--- src/rtl/ipfd_pkg.sv ---
package ipfd_pkg;

   localparam int LONG_BITS_DEF  = 24;
   localparam int SHORT_BITS_DEF = 14;
   localparam int TICK_WIDTH_DEF = 12;

   localparam int CFG_W     = 12;
   localparam int PAYLOAD_W = 24;
   localparam int COUNT_W   = 5;
   localparam int CNT_W     = 6;
   localparam int LEN_W     = 8;
   localparam int ADDR_W    = 5;
   localparam int DATA_W    = 32;

   typedef enum logic [1:0] {
      PH_IDLE,
      PH_HEADER,
      PH_SPACE,
      PH_MARK
   } phase_type;

   typedef enum logic [2:0] {
      REG_HEADER_MIN,
      REG_HEADER_MAX,
      REG_GAP_MIN,
      REG_GAP_MAX,
      REG_ONE_MIN,
      REG_ONE_MAX,
      REG_ZERO_MIN,
      REG_ZERO_MAX
   } reg_index_type;

   typedef struct packed {
      logic [CFG_W-1:0] header_min;
      logic [CFG_W-1:0] header_max;
      logic [CFG_W-1:0] gap_min;
      logic [CFG_W-1:0] gap_max;
      logic [CFG_W-1:0] one_min;
      logic [CFG_W-1:0] one_max;
      logic [CFG_W-1:0] zero_min;
      logic [CFG_W-1:0] zero_max;
   } windows_type;

   localparam logic [CFG_W-1:0] HEADER_MIN_RST = CFG_W'(36);
   localparam logic [CFG_W-1:0] HEADER_MAX_RST = CFG_W'(62);
   localparam logic [CFG_W-1:0] GAP_MIN_RST    = CFG_W'(8);
   localparam logic [CFG_W-1:0] GAP_MAX_RST    = CFG_W'(17);
   localparam logic [CFG_W-1:0] ONE_MIN_RST    = CFG_W'(18);
   localparam logic [CFG_W-1:0] ONE_MAX_RST    = CFG_W'(32);
   localparam logic [CFG_W-1:0] ZERO_MIN_RST   = CFG_W'(8);
   localparam logic [CFG_W-1:0] ZERO_MAX_RST   = CFG_W'(17);

endpackage

--- src/rtl/ipfd_csr.sv ---
module ipfd_csr (
   input  logic                        clock,
   input  logic                        reset,
   input  logic                        psel,
   input  logic                        penable,
   input  logic                        pwrite,
   input  logic [ipfd_pkg::ADDR_W-1:0] paddr,
   input  logic [ipfd_pkg::DATA_W-1:0] pwdata,
   output logic [ipfd_pkg::DATA_W-1:0] prdata,
   output logic                        pready,
   output ipfd_pkg::windows_type       windows
);
   import ipfd_pkg::*;

   windows_type   win_ff;
   windows_type   win_in;
   reg_index_type reg_sel;
   logic          wr_en;
   logic [CFG_W-1:0] wr_val;
   logic [CFG_W-1:0] rd_val;

   assign pready  = 1'b1;
   assign reg_sel = reg_index_type'(paddr[ADDR_W-1:2]);
   assign wr_en   = psel && penable && pwrite;
   assign wr_val  = pwdata[CFG_W-1:0];

   always_comb begin
      win_in = win_ff;
      if (wr_en) begin
         case (reg_sel)
            REG_HEADER_MIN: win_in.header_min = wr_val;
            REG_HEADER_MAX: win_in.header_max = wr_val;
            REG_GAP_MIN:    win_in.gap_min    = wr_val;
            REG_GAP_MAX:    win_in.gap_max    = wr_val;
            REG_ONE_MIN:    win_in.one_min    = wr_val;
            REG_ONE_MAX:    win_in.one_max    = wr_val;
            REG_ZERO_MIN:   win_in.zero_min   = wr_val;
            REG_ZERO_MAX:   win_in.zero_max   = wr_val;
            default:        win_in = win_ff;
         endcase
      end
   end

   always_comb begin
      case (reg_sel)
         REG_HEADER_MIN: rd_val = win_ff.header_min;
         REG_HEADER_MAX: rd_val = win_ff.header_max;
         REG_GAP_MIN:    rd_val = win_ff.gap_min;
         REG_GAP_MAX:    rd_val = win_ff.gap_max;
         REG_ONE_MIN:    rd_val = win_ff.one_min;
         REG_ONE_MAX:    rd_val = win_ff.one_max;
         REG_ZERO_MIN:   rd_val = win_ff.zero_min;
         REG_ZERO_MAX:   rd_val = win_ff.zero_max;
         default:        rd_val = '0;
      endcase
   end

   assign prdata  = DATA_W'(rd_val);
   assign windows = win_ff;

   always_ff @(posedge clock) begin
      if (reset) begin
         win_ff.header_min <= HEADER_MIN_RST;
         win_ff.header_max <= HEADER_MAX_RST;
         win_ff.gap_min    <= GAP_MIN_RST;
         win_ff.gap_max    <= GAP_MAX_RST;
         win_ff.one_min    <= ONE_MIN_RST;
         win_ff.one_max    <= ONE_MAX_RST;
         win_ff.zero_min   <= ZERO_MIN_RST;
         win_ff.zero_max   <= ZERO_MAX_RST;
      end else begin
         win_ff <= win_in;
      end
   end

endmodule

--- src/rtl/ipfd_decode.sv ---
module ipfd_decode #(
   parameter int LONG_BITS  = ipfd_pkg::LONG_BITS_DEF,
   parameter int SHORT_BITS = ipfd_pkg::SHORT_BITS_DEF,
   parameter int TICK_WIDTH = ipfd_pkg::TICK_WIDTH_DEF
) (
   input  logic                           clock,
   input  logic                           reset,
   input  logic                           item_valid,
   input  logic [TICK_WIDTH-1:0]          duration,
   input  logic                           frame_start,
   input  logic [ipfd_pkg::LEN_W-1:0]     capture_length,
   input  ipfd_pkg::windows_type          windows,
   output logic                           res_valid,
   output logic                           res_status,
   output logic [ipfd_pkg::PAYLOAD_W-1:0] res_payload,
   output logic [ipfd_pkg::COUNT_W-1:0]   res_bit_count
);
   import ipfd_pkg::*;

   localparam int CMP_W = (TICK_WIDTH > CFG_W) ? TICK_WIDTH : CFG_W;
   localparam logic [LEN_W-1:0] LONG_LEN   = LEN_W'(2 * LONG_BITS);
   localparam logic [LEN_W-1:0] SHORT_LEN  = LEN_W'(2 * SHORT_BITS);
   localparam logic [LEN_W-1:0] LONG_NEED  = LEN_W'(2 * LONG_BITS + 2);
   localparam logic [LEN_W-1:0] SHORT_NEED = LEN_W'(2 * SHORT_BITS + 2);
   localparam logic [CNT_W-1:0] LONG_CNT   = CNT_W'(LONG_BITS);
   localparam logic [CNT_W-1:0] SHORT_CNT  = CNT_W'(SHORT_BITS);

   phase_type            phase_ff, phase_in;
   logic [CNT_W-1:0]     bit_idx_ff, bit_idx_in;
   logic [CNT_W-1:0]     target_ff, target_in;
   logic [PAYLOAD_W-1:0] shift_ff, shift_in;

   logic [CMP_W-1:0]     dur;
   logic                 hdr_hit, gap_hit, one_hit, zero_hit;
   logic                 start_err;
   logic [CNT_W-1:0]     start_target;
   logic [CNT_W-1:0]     bit_next;
   logic                 bit_done;
   logic [PAYLOAD_W-1:0] shift_set;

   function automatic logic in_window(logic [CMP_W-1:0] d, logic [CFG_W-1:0] lo,
                                      logic [CFG_W-1:0] hi);
      return (d >= CMP_W'(lo)) && (d <= CMP_W'(hi));
   endfunction

   assign dur      = CMP_W'(duration);
   assign hdr_hit  = in_window(dur, windows.header_min, windows.header_max);
   assign gap_hit  = in_window(dur, windows.gap_min, windows.gap_max);
   assign one_hit  = in_window(dur, windows.one_min, windows.one_max);
   assign zero_hit = in_window(dur, windows.zero_min, windows.zero_max);

   always_comb begin
      if (capture_length >= LONG_LEN) begin
         start_target = LONG_CNT;
         start_err    = capture_length < LONG_NEED;
      end else if (capture_length >= SHORT_LEN) begin
         start_target = SHORT_CNT;
         start_err    = capture_length < SHORT_NEED;
      end else begin
         start_target = '0;
         start_err    = 1'b1;
      end
   end

   always_comb begin
      for (int i = 0; i < PAYLOAD_W; i++) begin
         shift_set[i] = one_hit && (bit_idx_ff == CNT_W'(i));
      end
   end

   assign bit_next = bit_idx_ff + CNT_W'(1);
   assign bit_done = bit_next >= target_ff;

   // next state
   always_comb begin
      phase_in = phase_ff;
      if (item_valid) begin
         if (frame_start) begin
            phase_in = start_err ? PH_IDLE : PH_HEADER;
         end else begin
            case (phase_ff)
               PH_IDLE:   phase_in = PH_IDLE;
               PH_HEADER: phase_in = hdr_hit ? PH_SPACE : PH_IDLE;
               PH_SPACE:  phase_in = gap_hit ? PH_MARK : PH_IDLE;
               PH_MARK:   phase_in = ((one_hit || zero_hit) && !bit_done) ? PH_SPACE : PH_IDLE;
               default:   phase_in = PH_IDLE;
            endcase
         end
      end
   end

   // results and datapath
   always_comb begin
      res_valid     = 1'b0;
      res_status    = 1'b1;
      res_payload   = '0;
      res_bit_count = '0;
      bit_idx_in    = bit_idx_ff;
      target_in     = target_ff;
      shift_in      = shift_ff;
      if (item_valid) begin
         if (frame_start) begin
            bit_idx_in = '0;
            target_in  = start_target;
            shift_in   = '0;
            res_valid  = start_err;
         end else begin
            case (phase_ff)
               PH_HEADER: res_valid = !hdr_hit;
               PH_SPACE:  res_valid = !gap_hit;
               PH_MARK: begin
                  if (!one_hit && !zero_hit) begin
                     res_valid = 1'b1;
                  end else begin
                     shift_in   = shift_ff | shift_set;
                     bit_idx_in = bit_next;
                     if (bit_done) begin
                        res_valid     = 1'b1;
                        res_status    = 1'b0;
                        res_payload   = shift_ff | shift_set;
                        res_bit_count = target_ff[COUNT_W-1:0];
                     end
                  end
               end
               default: res_valid = 1'b0;
            endcase
         end
      end
   end

   always_ff @(posedge clock) begin
      if (reset) begin
         phase_ff   <= PH_IDLE;
         bit_idx_ff <= '0;
         target_ff  <= '0;
         shift_ff   <= '0;
      end else begin
         phase_ff   <= phase_in;
         bit_idx_ff <= bit_idx_in;
         target_ff  <= target_in;
         shift_ff   <= shift_in;
      end
   end

endmodule

--- src/rtl/ir_pulse_width_frame_decoder.sv ---
// Decodes one IR frame from its captured pulse durations, one capture entry per
// beat. The beat flagged frame_start is the leading gap; its capture_length
// picks LONG_BITS or SHORT_BITS data bits, or rejects the frame at once when the
// capture is too short. Then come a header mark and, per bit, a space and a
// mark, each checked against the windows in the eight 12-bit registers at byte
// addresses 0x00..0x1C; a mark in both bit windows reads as one. One result
// follows per frame: status 0 with the bits first-received-in-bit-zero and the
// bit count, or status 1 with payload and count zero. A new frame_start drops a
// frame in progress without a result. The block takes one entry every cycle
// unless the result register stalls; the entry that ends the frame passes the
// input register, then the result register behind the combinational window
// compare and shift, and only a stalled result register holds up the input.
module ir_pulse_width_frame_decoder #(
   parameter int LONG_BITS  = ipfd_pkg::LONG_BITS_DEF,
   parameter int SHORT_BITS = ipfd_pkg::SHORT_BITS_DEF,
   parameter int TICK_WIDTH = ipfd_pkg::TICK_WIDTH_DEF
) (
   input  logic                           clock,
   input  logic                           reset,
   input  logic                           req_valid,
   output logic                           req_ready,
   input  logic [TICK_WIDTH-1:0]          req_duration,
   input  logic                           req_frame_start,
   input  logic [ipfd_pkg::LEN_W-1:0]     req_capture_length,
   output logic                           rsp_valid,
   input  logic                           rsp_ready,
   output logic                           rsp_status,
   output logic [ipfd_pkg::PAYLOAD_W-1:0] rsp_payload,
   output logic [ipfd_pkg::COUNT_W-1:0]   rsp_bit_count,
   input  logic                           psel,
   input  logic                           penable,
   input  logic                           pwrite,
   input  logic [ipfd_pkg::ADDR_W-1:0]    paddr,
   input  logic [ipfd_pkg::DATA_W-1:0]    pwdata,
   output logic [ipfd_pkg::DATA_W-1:0]    prdata,
   output logic                           pready
);
   import ipfd_pkg::*;

   windows_type          windows;

   logic                 stg_valid_ff, stg_valid_in;
   logic [TICK_WIDTH-1:0] stg_duration_ff;
   logic                 stg_start_ff;
   logic [LEN_W-1:0]     stg_len_ff;

   logic                 rsp_valid_ff, rsp_valid_in;
   logic                 rsp_status_ff;
   logic [PAYLOAD_W-1:0] rsp_payload_ff;
   logic [COUNT_W-1:0]   rsp_count_ff;

   logic                 advance;
   logic                 req_take;
   logic                 res_valid;
   logic                 res_status;
   logic [PAYLOAD_W-1:0] res_payload;
   logic [COUNT_W-1:0]   res_bit_count;

   ipfd_csr u_csr (
      .clock   (clock),
      .reset   (reset),
      .psel    (psel),
      .penable (penable),
      .pwrite  (pwrite),
      .paddr   (paddr),
      .pwdata  (pwdata),
      .prdata  (prdata),
      .pready  (pready),
      .windows (windows)
   );

   ipfd_decode #(
      .LONG_BITS  (LONG_BITS),
      .SHORT_BITS (SHORT_BITS),
      .TICK_WIDTH (TICK_WIDTH)
   ) u_decode (
      .clock          (clock),
      .reset          (reset),
      .item_valid     (stg_valid_ff && advance),
      .duration       (stg_duration_ff),
      .frame_start    (stg_start_ff),
      .capture_length (stg_len_ff),
      .windows        (windows),
      .res_valid      (res_valid),
      .res_status     (res_status),
      .res_payload    (res_payload),
      .res_bit_count  (res_bit_count)
   );

   assign advance   = !rsp_valid_ff || rsp_ready;
   assign req_ready = !stg_valid_ff || advance;
   assign req_take  = req_valid && req_ready;

   always_comb begin
      if (req_take) begin
         stg_valid_in = 1'b1;
      end else if (advance) begin
         stg_valid_in = 1'b0;
      end else begin
         stg_valid_in = stg_valid_ff;
      end
      rsp_valid_in = advance ? (stg_valid_ff && res_valid) : rsp_valid_ff;
   end

   always_ff @(posedge clock) begin
      if (reset) begin
         stg_valid_ff <= 1'b0;
         rsp_valid_ff <= 1'b0;
      end else begin
         stg_valid_ff <= stg_valid_in;
         rsp_valid_ff <= rsp_valid_in;
      end
   end

   // hold the beat until the decode stage can take it
   always_ff @(posedge clock) begin
      if (req_take) begin
         stg_duration_ff <= req_duration;
         stg_start_ff    <= req_frame_start;
         stg_len_ff      <= req_capture_length;
      end
   end

   always_ff @(posedge clock) begin
      if (advance) begin
         rsp_status_ff  <= res_status;
         rsp_payload_ff <= res_payload;
         rsp_count_ff   <= res_bit_count;
      end
   end

   assign rsp_valid     = rsp_valid_ff;
   assign rsp_status    = rsp_status_ff;
   assign rsp_payload   = rsp_payload_ff;
   assign rsp_bit_count = rsp_count_ff;

   a_error_clean: assert property (@(posedge clock) disable iff (reset)
      rsp_valid && rsp_status |-> rsp_payload == '0 && rsp_bit_count == '0)
      else $error("rejected frame carries data");

   a_good_count: assert property (@(posedge clock) disable iff (reset)
      rsp_valid && !rsp_status |->
         rsp_bit_count == COUNT_W'(LONG_BITS) || rsp_bit_count == COUNT_W'(SHORT_BITS))
      else $error("decoded frame has unexpected bit count");

   a_result_source: assert property (@(posedge clock) disable iff (reset)
      $rose(rsp_valid_ff) |-> $past(stg_valid_ff))
      else $error("result without an entry in the decode stage");

endmodule

--- config.mk ---
export PLATFORM = sky130hd
export DESIGN_NAME = ir_pulse_width_frame_decoder
export DESIGN_NICKNAME = d
export VERILOG_FILES = /design/src/rtl/ipfd_pkg.sv /design/src/rtl/ipfd_csr.sv /design/src/rtl/ipfd_decode.sv /design/src/rtl/ir_pulse_width_frame_decoder.sv
export SDC_FILE = /design/constraint.sdc
export NUM_CORES = 1
export LEC_CHECK = 0
export BUFFER_PORTS_ARGS = -buffer_cell sky130_fd_sc_hd__buf_2
export CAP_MARGIN = 5
export CORE_ASPECT_RATIO = 0.8
export CORE_UTILIZATION = 37
export DETAILED_ROUTE_END_ITERATION = 16
export PLACE_DENSITY = 0.65
export SYNTH_ARGS = -nofsm -noshare
export SYNTH_HDL_FRONTEND = slang
export SYNTH_SLANG_ARGS = --single-unit
--- constraint.sdc ---
create_clock -name clock -period 3.4 [get_ports clock]
set_input_delay 0.51 -clock clock [delete_from_list [all_inputs] [get_ports clock]]
set_output_delay 0.51 -clock clock [all_outputs]
set_load 0.01 [all_outputs]
# --- Yosys cells after proc, flatten, opt, wreduce, memory -nomap -nowiden ---
# Cells that the tools add are included.
totals:
  regBits: 187
  in_bits: 65
  wordCells: 159
  out_inout_bits: 65
op_classes:
  magnitude_cmp: 13
  eq_ne: 34
  n_bitwise: 4
  n_reduce_logical: 62
  n_addsub: 1
  n_mux: 25
op_table:
  columns: ["cell", "n"]
  rows:
  - ["12-bit one-hot mux with 8 select lines", 1]
  - ["24-bit 2-to-1 mux", 3]
  - ["6-bit by 4-bit equality test with 1-bit output, second input constant", 8]
  - ["6-bit by 5-bit equality test with 1-bit output, second input constant", 8]
  - ["12-bit greater-or-equal comparator", 4]
  - ["12-bit less-or-equal comparator", 4]
  - ["1-bit logical AND", 35]
  - ["6-bit by 3-bit equality test with 1-bit output, second input constant", 4]
  - ["6-bit 2-to-1 mux", 4]
  - ["24-bit OR", 1]
  - ["2-bit AND reduction", 9]
  - ["3-bit equality test, second input constant", 4]
  - ["6-bit by 2-bit equality test with 1-bit output, second input constant", 2]
  - ["1-bit 2-to-1 mux", 10]
  - ["8-bit by 5-bit greater-or-equal comparator with 1-bit output, second input constant", 1]
  - ["8-bit by 6-bit greater-or-equal comparator with 1-bit output, second input constant", 1]
  - ["8-bit by 5-bit less-than comparator with 1-bit output, second input constant", 1]
  - ["8-bit by 6-bit less-than comparator with 1-bit output, second input constant", 1]
  - ["2-bit 2-to-1 mux", 4]
  - ["2-bit one-hot mux with 4 select lines", 1]
  - ["1-bit logical NOT", 7]
  - ["6-bit by 1-bit adder with 6-bit output, second input constant", 1]
  - ["3-bit by 2-bit equality test with 1-bit output, second input constant", 2]
  - ["6-bit by 1-bit equality test with 1-bit output, second input constant", 1]
  - ["other kinds (16)", 22]

# --- Longest topological paths before layout ---
# Gate-level depths: netlist (run 1).
logic_depth:
  depth_word: 9
  depth_mapped: 13
  ltp_nobuf: 11

# --- Hierarchy ---
# A second synthesis (run 1) with hierarchy kept.
unflattened:
  cells_unflattened: 1209
  hier_area_um2: 10740.3
modules_own_cells:
  columns: ["module", "n_inst", "area_each_um2", "cells_per_inst", "seq_area_each_um2"]
  rows:
  - ["ipfd_csr", 1, 4754.6, 589, 1921.8]
  - ["ipfd_decode", 1, 4370.4, 559, 700.7]
  - ["ir_pulse_width_frame_decoder", 1, 1615.3, 61, 1571.5]

# --- Least setup slack after synthesis (run 1) ---
# OpenSTA, ideal clock, no wires.
synth_timing:
  path_kind: "flip-flop to flip-flop"
  startpoint: "register stg_duration_ff[7]"
  endpoint: "register rsp_status_ff (netlist: rsp_status), data pin"
  setup_ps: 266
  stages_incl_launch_ff: 10
  required_time_ps: 3134
  path_slack_ps: 636
  synth_period_minus_slack_ps: 2764
  arrival_ps: 2499
  path_buffers: 2
  path_cell_list: "edfxtp_1 > ha_1 > a21oi_1 > o21ai_1 > a221oi_2 > a21oi_2 > o22a_1 > or4_4 > buf_6 > buf_8"
synth_via:
  elab_chain_cells: 5
  elab_cells_between_ends: 10
  classes_between: "4 x order compare; 6 x reduce/logical"
synth_lines:
  columns: ["item", "line_no", "text"]
  rows:
  - ["start: declaration", "ir_pulse_width_frame_decoder.sv:43", "logic [TICK_WIDTH-1:0] stg_duration_ff;"]
  - ["start signal: assignment", "ir_pulse_width_frame_decoder.sv:118", "stg_duration_ff <= req_duration;"]
  - ["12-bit greater-or-equal comparator / 12-bit less-or-equal comparator (equally long branches)", "ipfd_decode.sv:43", "return (d >= CMP_W'(lo)) && (d <= CMP_W'(hi));"]
  - ["1-bit logical AND", "ipfd_decode.sv:43", null]
  - ["1-bit logical NOT", "ipfd_decode.sv:112", "if (!one_hit && !zero_hit) begin"]
  - ["1-bit logical AND *", "ipfd_decode.sv:112", null]
  - ["4-bit OR reduction (no line) *", null, null]
  - ["end signal: assignment", "ir_pulse_width_frame_decoder.sv:126", "rsp_status_ff <= res_status;"]
  - ["end: declaration", "ir_pulse_width_frame_decoder.sv:48", "logic rsp_status_ff;"]
# Every way passes the cells marked *; elsewhere a longest branch is shown, timed or not.
# A chain may end at the register's enable or synchronous reset.

# --- Worst setup path in the final report (run 1) ---
layout_timing:
  startpoint: "register stg_duration_ff[2]"
  endpoint: "register rsp_payload_ff[2] (netlist: rsp_payload[2]), data pin"
layout_via:
  elab_chain_cells: 5
  elab_cells_between_ends: 12
  classes_between: "4 x order compare; 1 x bitwise; 7 x reduce/logical"
layout_lines:
  columns: ["item", "line_no", "text"]
  rows:
  - ["12-bit greater-or-equal comparator / 12-bit less-or-equal comparator (equally long branches)", "ipfd_decode.sv:43", null]
  - ["1-bit logical AND", "ipfd_decode.sv:43", null]
  - ["1-bit logical NOT", "ipfd_decode.sv:112", null]
  - ["1-bit logical AND", "ipfd_decode.sv:112", null]
  - ["5-bit OR reduction (no line)", null, null]
  - ["end signal: assignment", "ir_pulse_width_frame_decoder.sv:127", "rsp_payload_ff <= res_payload;"]
  - ["end: declaration", "ir_pulse_width_frame_decoder.sv:49", "logic [PAYLOAD_W-1:0] rsp_payload_ff;"]
# Several ways; a longest one is shown, not always the timed one.

==> results of run 1 <==
[area by class of cell]
class / count / area share
well taps: 364 / 0.03884
clock inverters: 13 / 0.01249
inverters: 108 / 0.03457
repair buffers: 125 / 0.06659
flip-flops and latches: 181 / 0.3500
clock buffers: 19 / 0.03692
multi-input cells: 765 / 0.4606
[state kept, by name, summed over array words and instances (netlist names)]
name,cells
u_decode.bit_idx_ff,6
rsp_status,1
u_decode.phase_ff,2
stg_start_ff,1
rsp_valid,1
rsp_payload,24
u_decode.shift_ff,24
stg_duration_ff,12
u_decode.target_ff,3
stg_len_ff,7
rsp_bit_count,3
stg_valid_ff,1
u_csr.windows,96
[per-layer routing]
| metal | vias to the layer above | GRT usage | share of wire | routed length, um |
|---|---|---|---|---|
| met2 | 221 | 0.2926 | 0.44 | 11820 |
| met1 | 3986 | 0.2782 | 0.51 | 13760 |
| met3 | 17 | 0.02641 | 0.042 | 1126 |
| li1 | 4085 | - | - | - |
| met4 | 0 | 0.05282 | 0.010 | 276 |
| met5 | - | 0 | 0 | 0 |
[logic make-up after synthesis]
family / Yosys count
AOI/OAI and AO/OA: 263
xor gates and xnor gates: 2
adders and majority gates: 104
buffers and inverters: 200
DFF: 181
muxes: 58
other: 2
and+or+nand+nor: 316
[final timing paths]
path | to | startpoint | slack (ps)
worst max-delay path | rsp_payload[2] | stg_duration_ff[2] | 190
worst min-delay path | stg_duration_ff[7] | req_duration[7] | 250
worst max register to register | rsp_payload[2] | stg_duration_ff[2] | 190
worst min register to register | u_csr.windows[55] | u_csr.windows[55] | 460
[power breakdown]
group | total [mW] | switching [mW] | leakage (nW) | internal, mW
clock network | 2.01 | 0.915 | 0.283 | 1.10
logic | 0.465 | 0.291 | 2.66 | 0.173
registers | 2.27 | 0.0322 | 1.61 | 2.24
[stage by stage]
step	utilization	hold slack, ps
6_report	0.4295	249.7
5_1_grt	0.4295	230.2
4_1_cts	0.4292	227.2
3_5_place_dp	0.4080	447.3
3_3_place_gp	0.4080	443.0
2_1_floorplan	-	436.3
[worst max-delay path: cells and delay by family, from the launching register on]
kind / cells / cell delay [ps]
AOI/OAI and AO/OA: 5 / 1230
DFF: 1 / 540
buffers and inverters: 3 / 520
adders and majority gates: 1 / 370
and+or+nand+nor: 2 / 280
[layout by cell type, fill, tap and decap left out, types with 5 or more instances in the layout]
master,instances
sky130_fd_sc_hd__conb_1,22
sky130_fd_sc_hd__ha_1,104
sky130_fd_sc_hd__nand2b_1,7
sky130_fd_sc_hd__a32o_1,24
sky130_fd_sc_hd__dfxtp_1,133
sky130_fd_sc_hd__a41oi_1,8
sky130_fd_sc_hd__o22ai_1,13
sky130_fd_sc_hd__nor2_1,104
sky130_fd_sc_hd__and2_1,6
sky130_fd_sc_hd__o21ai_0,22
sky130_fd_sc_hd__clkbuf_16,17
sky130_fd_sc_hd__a31oi_1,28
sky130_fd_sc_hd__buf_4,38
sky130_fd_sc_hd__a21oi_1,95
sky130_fd_sc_hd__edfxtp_1,48
sky130_fd_sc_hd__nand4_1,11
sky130_fd_sc_hd__a221oi_1,5
sky130_fd_sc_hd__nand3_1,15
sky130_fd_sc_hd__buf_2,83
sky130_fd_sc_hd__inv_1,107
sky130_fd_sc_hd__nand2_1,115
sky130_fd_sc_hd__mux4_2,8
sky130_fd_sc_hd__a211o_1,17
sky130_fd_sc_hd__a21o_1,16
sky130_fd_sc_hd__nor2_4,16
sky130_fd_sc_hd__nor3_1,5
sky130_fd_sc_hd__mux2i_1,49
sky130_fd_sc_hd__and3_1,8
==> summary.md, run 1 <==
| Metric | Value |
|---|---|
| Status | completed |
| Height of the chip | roughly 150 um |
| Reg2reg path depth | 11 |
| RSZ-0062 raised after global routing | false |
| Post-detailed-placement half-perimeter wirelength | 20.08 mm |
| Nature of the critical path endpoint | flip-flop |
| Clock latency on the worst-skew pair | between 400 and 500 ps |
| Worst-path cell chain | ha_1 > a211o_1 > a31oi_1 > o21ai_0 > buf_4 > a221oi_1 > buf_4 > o22a_1 > or4_4 > buf_12 > nor2_1 |
| Synth Cell Area | 0.01028 mm2 |
| Synth warnings | 0 |
| TritonCTS clock tree | yes |
| Worst path required time | between 3000 and 4000 ps |
| Slowest CP cell | sky130_fd_sc_hd__edfxtp_1 |
| Share of synthesized cell area in full adder, half adder and majority cells | 0.1265 |
| Share of synthesized area occupied by flip-flops and latches | 0.3991 |
| I/O Pins | 130 |
| Total routing resource utilization after global routing | 0.1906 |
| Sink Count | ~180 |
| Distinct cells, synth | 70 |
| Placed cells | around 1500 |
| First-pass GRT wire length | 42.10 mm |
| Clock transition at the registers of the reported paths | 70 ps |
| Relative slew slack | 0.2845 |
| Area enclosed by the die boundary | around 0.028 mm2 |
| Routed Wire Length | 26.98 mm |
| N_diodes | 0 |
| Largest fanout on the critical path | 11 |
| Static Leakage | about 4.6 nW |
| Cell Area, Placed | roughly 0.011 mm2 |
| Simple-gate share of the synthesized area | 0.1476 |
| Cts-stage hold buffer count | 0 |
| CP max stage delay | 540 ps |
| Detail Route Antenna Nets | 0 |
| Ranking of synthesized cells by area | sky130_fd_sc_hd__dfxtp_1 (26%), sky130_fd_sc_hd__edfxtp_1 (14%), sky130_fd_sc_hd__ha_1 (13%) |
| Post-synthesis instance total | roughly 1100 |
| H-tree depth | 4 |
| Most instantiated cells after synthesis | sky130_fd_sc_hd__dfxtp_1 (133), sky130_fd_sc_hd__nand2_1 (115), sky130_fd_sc_hd__inv_1 (107) |
| Starting density of the core | 0.3767 |
| Number of flops mapped to enable cells by yosys | 48 |
| Final worst setup slack | slightly below 200 ps |
| Top FF cell, synth | sky130_fd_sc_hd__dfxtp_1 |
| Area taken by multi-input logic gates | around 0.0054 mm2 |
| Number of vias in the routed layout | between 8000 and 9000 |
| Type of the worst setup path | flip-flop to flip-flop |
| Average wire per cell in the routed design | approximately 17 um |
| Share of cells above drive strength 1 | 0.1635 |
| Number of core rows | 54 |
| Fin. Hold Viols | 0 |
| Post-synthesis share of cell area spent on xor and xnor gates | 0.001703 |
| Final critical-path required period | approximately 3200 ps |
| Data arrival time of the critical path | approximately 3400 ps |
| Filler cell count | roughly 2700 |
| Post-Layout Cell Count | roughly 1600 |
| Proportion of register bits with asynchronous set or reset after synthesis | 0 |
| 1st-pass router iterations | 5 |
| Cell with the most instances after synthesis | sky130_fd_sc_hd__dfxtp_1 |
| Die extent in x | ~190 um |
| Fraction of the mapped netlist area in compound gates | 0.1722 |
| Largest family of logic cells by synthesized area | compound AO/OA/AOI/OAI gates |
| Placeable core region | approximately 0.027 mm2 |
| Via-per-instance ratio | roughly 5.3 |
| Buffers inserted by post-CTS timing repair | 0 |
| Post-route standard cell area excluding fillers | about 0.012 mm2 |
| Number of max-capacitance violations reported | 0 |
| Post-detailed-route DRC marker count | 0 |
| TritonCTS buffer count | 17 |
| Input/output buffers | 84 |
| Mean area per synthesized cell | 9.133 um2 |
| Pin count of the biggest net entering global routing | 97 |
| Maximum clock path buffer count | 2 |
| Number of flip-flops and latches in the synthesized netlist | 181 |
| Clock skew after layout | roughly 17 ps |
| Crit path top cell by count | sky130_fd_sc_hd__buf_4 |
| Maximum VDD drop | around 360 uV |
| Hold crit path type | input port to flip-flop |
| Layout-stage area growth over the synthesis result | 14.02% |
| Initial antenna violation count | 0 |
| Nets | 1367 |
| Routability Congestion | about 0.9 |
| Worst Max-Slew Pin Slew | around 1100 ps |
| Fmax | between 300 and 400 MHz |
| Number of global-route vias before repair | about 7600 |
| Clk root buf | sky130_fd_sc_hd__clkbuf_16 |
| Final TNS setup | 0 ps |
| Count of final max-slew check failures | 0 |
| Yosys top cell area share | 0.2589 |
| Multiplexer share of the synthesized area | 0.06631 |
| Global route overflow | 0 |
| Cell type with the largest total area after synthesis | sky130_fd_sc_hd__dfxtp_1 |
| PnR Total Power | around 4.7 mW |
| Startpoint class of the critical path | flip-flop |
| Final setup violation count | 0 |
| Post-cts resize count | 0 |
| Register area | just over 0.004 mm2 |
| Final period utilization | 0.9428 |
| Cell Pwr Density | 404.8 mW/mm2 |
| Number of DRC violations after detailed-routing iteration 0 | about 570 |
| Number of stages on the worst hold path | 1 |
| Pre-CTS setup slack | between 200 and 250 ps |
No activity file was read; power rests on OpenSTA's default activity.
==> run 2: changes to the inputs <==
Clock period 3.4 ns to 3.7 ns, I/O delays scaled along.
==> run 2 against run 1 <==
  * Power shrank 6.8%
  * Global-route usage up 0.32 points
  * Via count is 0.36% lower
  * Clock skew down 1.8 ps
  * Cell count fell by 0.38%
  * Sequential power fell by 8%
  * First-iteration DRC count increased by 16%
  * Final area fell by 0.48%
==> summary.md, run 2 (synthesis results as in run 1) <==
| Metric | Value |
|---|---|
| Worst-path cell chain | ha_1 > a21oi_1 > o21ai_1 > a221oi_2 > a21oi_2 > nor4b_2 > and2_1 > a32o_1 |
| Highest-utilization routing layer at the global route stage | met2 |
| Routed Wire Length | 27.09 mm (+0.40%) |
| Data arrival time of the critical path | 3630 ps (+240 ps) |
| Number of buffers and inverters on the critical path | 0 (-3) |
| Startpoint class of the critical path | flip-flop |
| Clock latency on the worst-skew pair | 440 ps (about the same) |
| Clk root buf | sky130_fd_sc_hd__clkbuf_16 |
| Worst path required time | 4080 ps (+500 ps) |
| Most common cell after layout, fill and taps aside | sky130_fd_sc_hd__dfxtp_1 |
| Fin. Hold Viols | 0 (unchanged) |
| Largest register FFs | 96 (unchanged) |
| Sink Count | 181 (unchanged) |
| Cell Area, Placed | 0.01104 mm2 (-0.88%) |
| Total routing resource utilization after global routing | 0.1938 (+0.003199) |
| Clock share of power | 0.433 (+0.009) |
| TritonCTS clock tree | yes |
| Height of the chip | 151.1 um (unchanged) |
| Number of max-capacitance violations reported | 0 (unchanged) |
| Status | completed |
| Met3 track demand over resource in global routing | 0.03174 (+0.005329) |
| 1st-pass router iterations | 5 (unchanged) |
| Layout-stage area growth over the synthesis result | 13.47% |
| Share of cells above drive strength 1 | 0.1603 (-0.003202) |
| Number of core rows | 54 (unchanged) |
| Type of the worst setup path | flip-flop to flip-flop |
| Post-detailed-route DRC marker count | 0 (unchanged) |
| PnR Total Power | 4.423 mW (-6.8%) |
| Post-detailed-placement half-perimeter wirelength | 19.90 mm (-0.85%) |
| GRT met2 Usage | 0.3022 (+0.009594) |
| Worst Max-Slew Pin Slew | 1072 ps (-1.673 ps) |
| Switching power | 1.183 mW (-4.6%) |
| TritonCTS buffer count | 17 (unchanged) |
| Sequential power share | 0.472 (-0.006) |
| Static Leakage | 4.517 nW (-0.75%) |
| RSZ-0062 raised after global routing | false |
| Pin count of the biggest net entering global routing | 97 (unchanged) |
| Clock skew after layout | 14.96 ps (-1.816 ps) |
| Largest delay share family, worst path | simple AND/OR/NAND/NOR gates |
| Via-per-instance ratio | 5.277 (about the same) |
| Post-route standard cell area excluding fillers | 0.01167 mm2 (-0.48%) |
| Maximum VDD drop | 332.0 uV (-7.0%) |
| Placed cells | 1535 (-0.52%) |
| Final period utilization | 0.8793 (-0.06349) |
| Logic pwr share | 0.095 (-0.003) |
| Most frequent cells in the layout | sky130_fd_sc_hd__dfxtp_1 (133), sky130_fd_sc_hd__nand2_1 (115), sky130_fd_sc_hd__inv_1 (107) |
| Post-cts resize count | 0 (unchanged) |
| Nature of the critical path endpoint | flip-flop |
| Number of DRC violations after detailed-routing iteration 0 | 658 (+16%) |
| Slowest CP cell | sky130_fd_sc_hd__nor4b_2 |
| Int Power | 3.240 mW (-7.6%) |
| First-pass GRT wire length | 42.79 mm (+1.6%) |
| Nets | 1360 (-0.51%) |
| Final TNS setup | 0 ps (unchanged) |
| Average wire per cell in the routed design | 17.27 um (+0.79%) |
| Largest fanout on the critical path | 13 (+2) |
| I/O Pins | 130 (unchanged) |
| Starting density of the core | 0.3767 (unchanged) |
| Final critical-path required period | 3254 ps (+47.93 ps) |
| Cts-stage hold buffer count | 0 (unchanged) |
| Placeable core region | 0.02730 mm2 (unchanged) |
| Die extent in x | 188.4 um (unchanged) |
| Routability Congestion | 0.8933 (+1.2%) |
| Clock transition at the registers of the reported paths | 80 ps (about the same) |
| Hold crit path type | input port to flip-flop |
| Area enclosed by the die boundary | 0.02847 mm2 (unchanged) |
| CP max stage delay | 910 ps (+370 ps) |
| H-tree depth | 4 (unchanged) |
| Number of vias in the routed layout | 8279 (-0.36%) |
| Utilization after layout | 0.4275 (-0.002063) |
| Buffers inserted by post-CTS timing repair | 0 (unchanged) |
| Met1 usage | 0.2759 (-0.002275) |
| Final setup violation count | 0 (unchanged) |
| Fmax | 307.4 MHz (-1.5%) |
| Global route overflow | 0 (unchanged) |
| Relative slew slack | 0.2856 (+0.001116) |
| Detail Route Antenna Nets | 0 (unchanged) |
| Count of final max-slew check failures | 0 (unchanged) |
| Net switching share of the total power | 0.2674 (+0.006370) |
| Maximum clock path buffer count | 2 (unchanged) |
| Cell Pwr Density | 379.0 mW/mm2 (-6.4%) |
| Input/output buffers | 84 (unchanged) |
| Number of global-route vias before repair | 7794 (+1.9%) |
| Initial antenna violation count | 1 (+1) |
| Post-Layout Cell Count | 1569 (-0.38%) |
run 2: cell types whose count changed in the layout (fill, tap and decap cells not counted), moves of 2 or more:
| cell | change |
|---|---|
| sky130_fd_sc_hd__inv_8 | +3 |
| sky130_fd_sc_hd__clkinv_4 | -2 |
| sky130_fd_sc_hd__inv_4 | -2 |
| sky130_fd_sc_hd__buf_12 | -3 |
| sky130_fd_sc_hd__clkinv_8 | +2 |
| sky130_fd_sc_hd__buf_4 | -5 |
| sky130_fd_sc_hd__clkbuf_1 | -2 |
run 2: worst register-to-register path, delay by kind of cell (launching register included):
kind / cells / cell delay, ps
AO/OA/AOI/OAI: 5 / 1020
AND/OR/NAND/NOR: 2 / 1230
flip-flops: 1 / 570
adder cells (fa/ha/maj): 1 / 380
run 2: final cells by class:
| class | count | area [um2] |
|---|---|---|
| antenna | 1 | 2.502 |
| clock buffer | 17 | 425.4 |
| clock inverter | 15 | 190.2 |
| fill | 2688 | 15630 |
| inverter | 108 | 405.4 |
| multi-input combinational | 765 | 5391 |
| sequential | 181 | 4104 |
| tap | 364 | 455.4 |
| timing repair buffer | 118 | 694.4 |
run 2: path summary, 6_finish.rpt:
check / cells past startpoint / to / slack, ps / from
worst max-delay path: 8 / u_decode.shift_ff[23] / 450 / stg_duration_ff[5]
worst min-delay path: 1 / stg_duration_ff[6] / 290 / req_duration[6]
worst max register to register: 8 / u_decode.shift_ff[23] / 450 / stg_duration_ff[5]
worst min register to register: 2 / u_csr.windows[55] / 460 / u_csr.windows[55]
run 2: power groups by stage:
stage	logic, mW	clock network, mW	registers, mW
6_report	0.422	1.91	2.09
5_1_grt	0.473	2.04	2.09
4_1_cts	0.420	1.96	2.09
3_5_place_dp	0.418	0	2.13
3_3_place_gp	0.408	0	2.13
2_1_floorplan	0.287	0	2.13
run 2: metal layers:
layer,up-vias,routed length (um)
li1,4084,-
met2,246,11950
met3,30,1594
met5,-,0
met4,0,384
met1,3919,13160
run 2: through the flow:
stage                     hold WS [ps]  setup WS [ps]
after CTS                        274.6          443.8
final                            291.2          446.4
after global routing             268.3          287.6
after global placement           443.5          475.3
after detailed placement         448.8          466.9
after floorplan                  436.3          912.4
==> run 3: changes to the inputs <==
Settings changed: BUFFER_PORTS_ARGS -buffer_cell sky130_fd_sc_hd__buf_2 to -buffer_cell sky130_fd_sc_hd__buf_4.
==> run 3 against run 2 <==
  * Sequential cell count is the same
  * Wire length barely moved
  * Worst hold slack gained 2.5 ps
  * Critical path type unchanged
  * Highest routed layer unchanged
==> summary.md, run 3 (synthesis results as in run 1) <==
| Metric | Value |
|---|---|
| Input/output buffers | 84 (unchanged) |
| Initial antenna violation count | 0 (-1) |
| Most frequent cells in the layout | sky130_fd_sc_hd__dfxtp_1 (133), sky130_fd_sc_hd__nand2_1 (115), sky130_fd_sc_hd__buf_4 (108) |
| Clock transition at the registers of the reported paths | 70 ps (about the same) |
| Sink Count | 181 (unchanged) |
| Post-Layout Cell Count | 1559 (-0.64%) |
| Buffers inserted by post-CTS timing repair | 0 (unchanged) |
| I/O Pins | 130 (unchanged) |
| Number of global-route vias before repair | 7734 (-0.77%) |
| Die extent in x | 188.4 um (unchanged) |
| Maximum clock path buffer count | 2 (unchanged) |
| Average wire per cell in the routed design | 17.38 um (+0.66%) |
| Pre-CTS setup slack | 473.8 ps (+6.899 ps) |
| Pin count of the biggest net entering global routing | 104 (+7.2%) |
| Global route overflow | 0 (unchanged) |
| Count of final max-slew check failures | 0 (unchanged) |
| Clock latency on the worst-skew pair | 440 ps (about the same) |
| 1st-pass router iterations | 5 (unchanged) |
| RSZ-0062 raised after global routing | false |
| Most common cell after layout, fill and taps aside | sky130_fd_sc_hd__dfxtp_1 |
| PnR Total Power | 4.364 mW (-1.3%) |
| First-pass GRT wire length | 42.70 mm (-0.19%) |
| Final worst setup slack | 391.5 ps (-54.88 ps) |
| Number of max-capacitance violations reported | 0 (unchanged) |
| Total routing resource utilization after global routing | 0.1940 (about the same) |
| Nets | 1351 (-0.66%) |
| Post-detailed-placement half-perimeter wirelength | 19.67 mm (-1.2%) |
| Hold crit path type | input port to flip-flop |
| Startpoint class of the critical path | flip-flop |
| Placeable core region | 0.02730 mm2 (unchanged) |
| Layout-stage area growth over the synthesis result | 14.45% |
| Area enclosed by the die boundary | 0.02847 mm2 (unchanged) |
| Clock skew after layout | 17.15 ps (+2.193 ps) |
| Post-cts resize count | 0 (unchanged) |
| Via-per-instance ratio | 5.258 (-0.34%) |
| Final TNS setup | 0 ps (unchanged) |
| Register area | 0.004104 mm2 (unchanged) |
| Static Leakage | 4.504 nW (-0.28%) |
| Fmax | 302.3 MHz (-1.7%) |
| Cell Pwr Density | 370.7 mW/mm2 (-2.2%) |
| TritonCTS buffer count | 17 (unchanged) |
| Maximum VDD drop | 321.9 uV (-3.0%) |
| Number of DRC violations after detailed-routing iteration 0 | 584 (-11%) |
| Number of core rows | 54 (unchanged) |
| Final setup violation count | 0 (unchanged) |
| Post-detailed-route DRC marker count | 0 (unchanged) |
| Cts-stage hold buffer count | 0 (unchanged) |
| Filler cell count | 2653 (-1.3%) |
| Routed Wire Length | 27.10 mm (about the same) |
| Share of cells above drive strength 1 | 0.1531 (-0.007161) |
| Detail Route Antenna Nets | 0 (unchanged) |
| Largest fanout on the critical path | 13 (unchanged) |
| Starting density of the core | 0.3767 (unchanged) |
| Nature of the critical path endpoint | flip-flop |
| Final period utilization | 0.8942 (+0.01483) |
| Worst Max-Slew Pin Slew | 1151 ps (+79.09 ps) |
| Largest register FFs | 96 (unchanged) |
| Final critical-path required period | 3308 ps (+54.88 ps) |
| N_diodes | 0 (-1) |
| Number of vias in the routed layout | 8198 (-0.98%) |
| Area taken by multi-input logic gates | 0.005391 mm2 (unchanged) |
| Type of the worst setup path | flip-flop to flip-flop |
| Relative slew slack | 0.2329 (-0.05273) |
| Status | completed |
| Data arrival time of the critical path | 3600 ps (-30 ps) |
| Worst path required time | 3990 ps (-90 ps) |
| Fin. Hold Viols | 0 (unchanged) |
| Height of the chip | 151.1 um (unchanged) |
| TritonCTS clock tree | yes |
| Clk root buf | sky130_fd_sc_hd__clkbuf_16 |
| H-tree depth | 4 (unchanged) |
| Placed cells | 1526 (-0.59%) |
| Routability Congestion | 0.9032 (+1.1%) |
run 3: path summary, 6_finish.rpt:
check,from,to,slack [ps],cells past startpoint
hold / removal,req_duration[7],stg_duration_ff[7],290,1
setup / recovery,stg_duration_ff[7],rsp_payload[23],390,8
setup reg to reg,stg_duration_ff[7],rsp_payload[23],390,8
hold reg to reg,u_csr.windows[55],u_csr.windows[55],460,2
run 3: per-layer routing:
layer  up-vias  wire length (um)  GRT usage
met4         0               503    0.06250
met2       205             11870     0.2982
li1       4054                 -          -
met3        29              1403    0.03661
met1      3910             13320     0.2735
met5         -                 0          0
run 3: worst max-delay path: stages, from the launching register on:
cell and delay, ps:
sky130_fd_sc_hd__edfxtp_1 560, sky130_fd_sc_hd__ha_1 400, sky130_fd_sc_hd__a21oi_1 150, sky130_fd_sc_hd__o21ai_1 130, sky130_fd_sc_hd__a221oi_2 400, sky130_fd_sc_hd__a21oi_2 190
sky130_fd_sc_hd__nor4b_2 910, sky130_fd_sc_hd__a31oi_1 280, sky130_fd_sc_hd__nor2_4 140
run 3: through the flow:
| step | hold WS [ps] | util | cell area [um2] |
|---|---|---|---|
| floorplan | 436.3 | - | 10360 |
| CTS | 275.8 | 0.4309 | 11760 |
| finish | 293.7 | 0.4312 | 11770 |
| detailed placement | 448.2 | 0.4096 | 11180 |
| global route | 274.9 | 0.4312 | 11770 |
| global placement | 443.1 | 0.4096 | 11180 |
run 3: final cells by class:
type	count	area share
Clock buffer	19	0.03763
Clock inverter	13	0.01191
Inverter	108	0.03444
Multi-Input combinational cell	765	0.4581
Sequential cell	181	0.3487
Tap cell	364	0.03869
Timing Repair Buffer	109	0.07059
run 3: where the power goes:
part,internal (mW),switching (mW)
clock network,0.973,0.864
logic,0.170,0.267
registers,2.06,0.0328
total,3.20,1.16
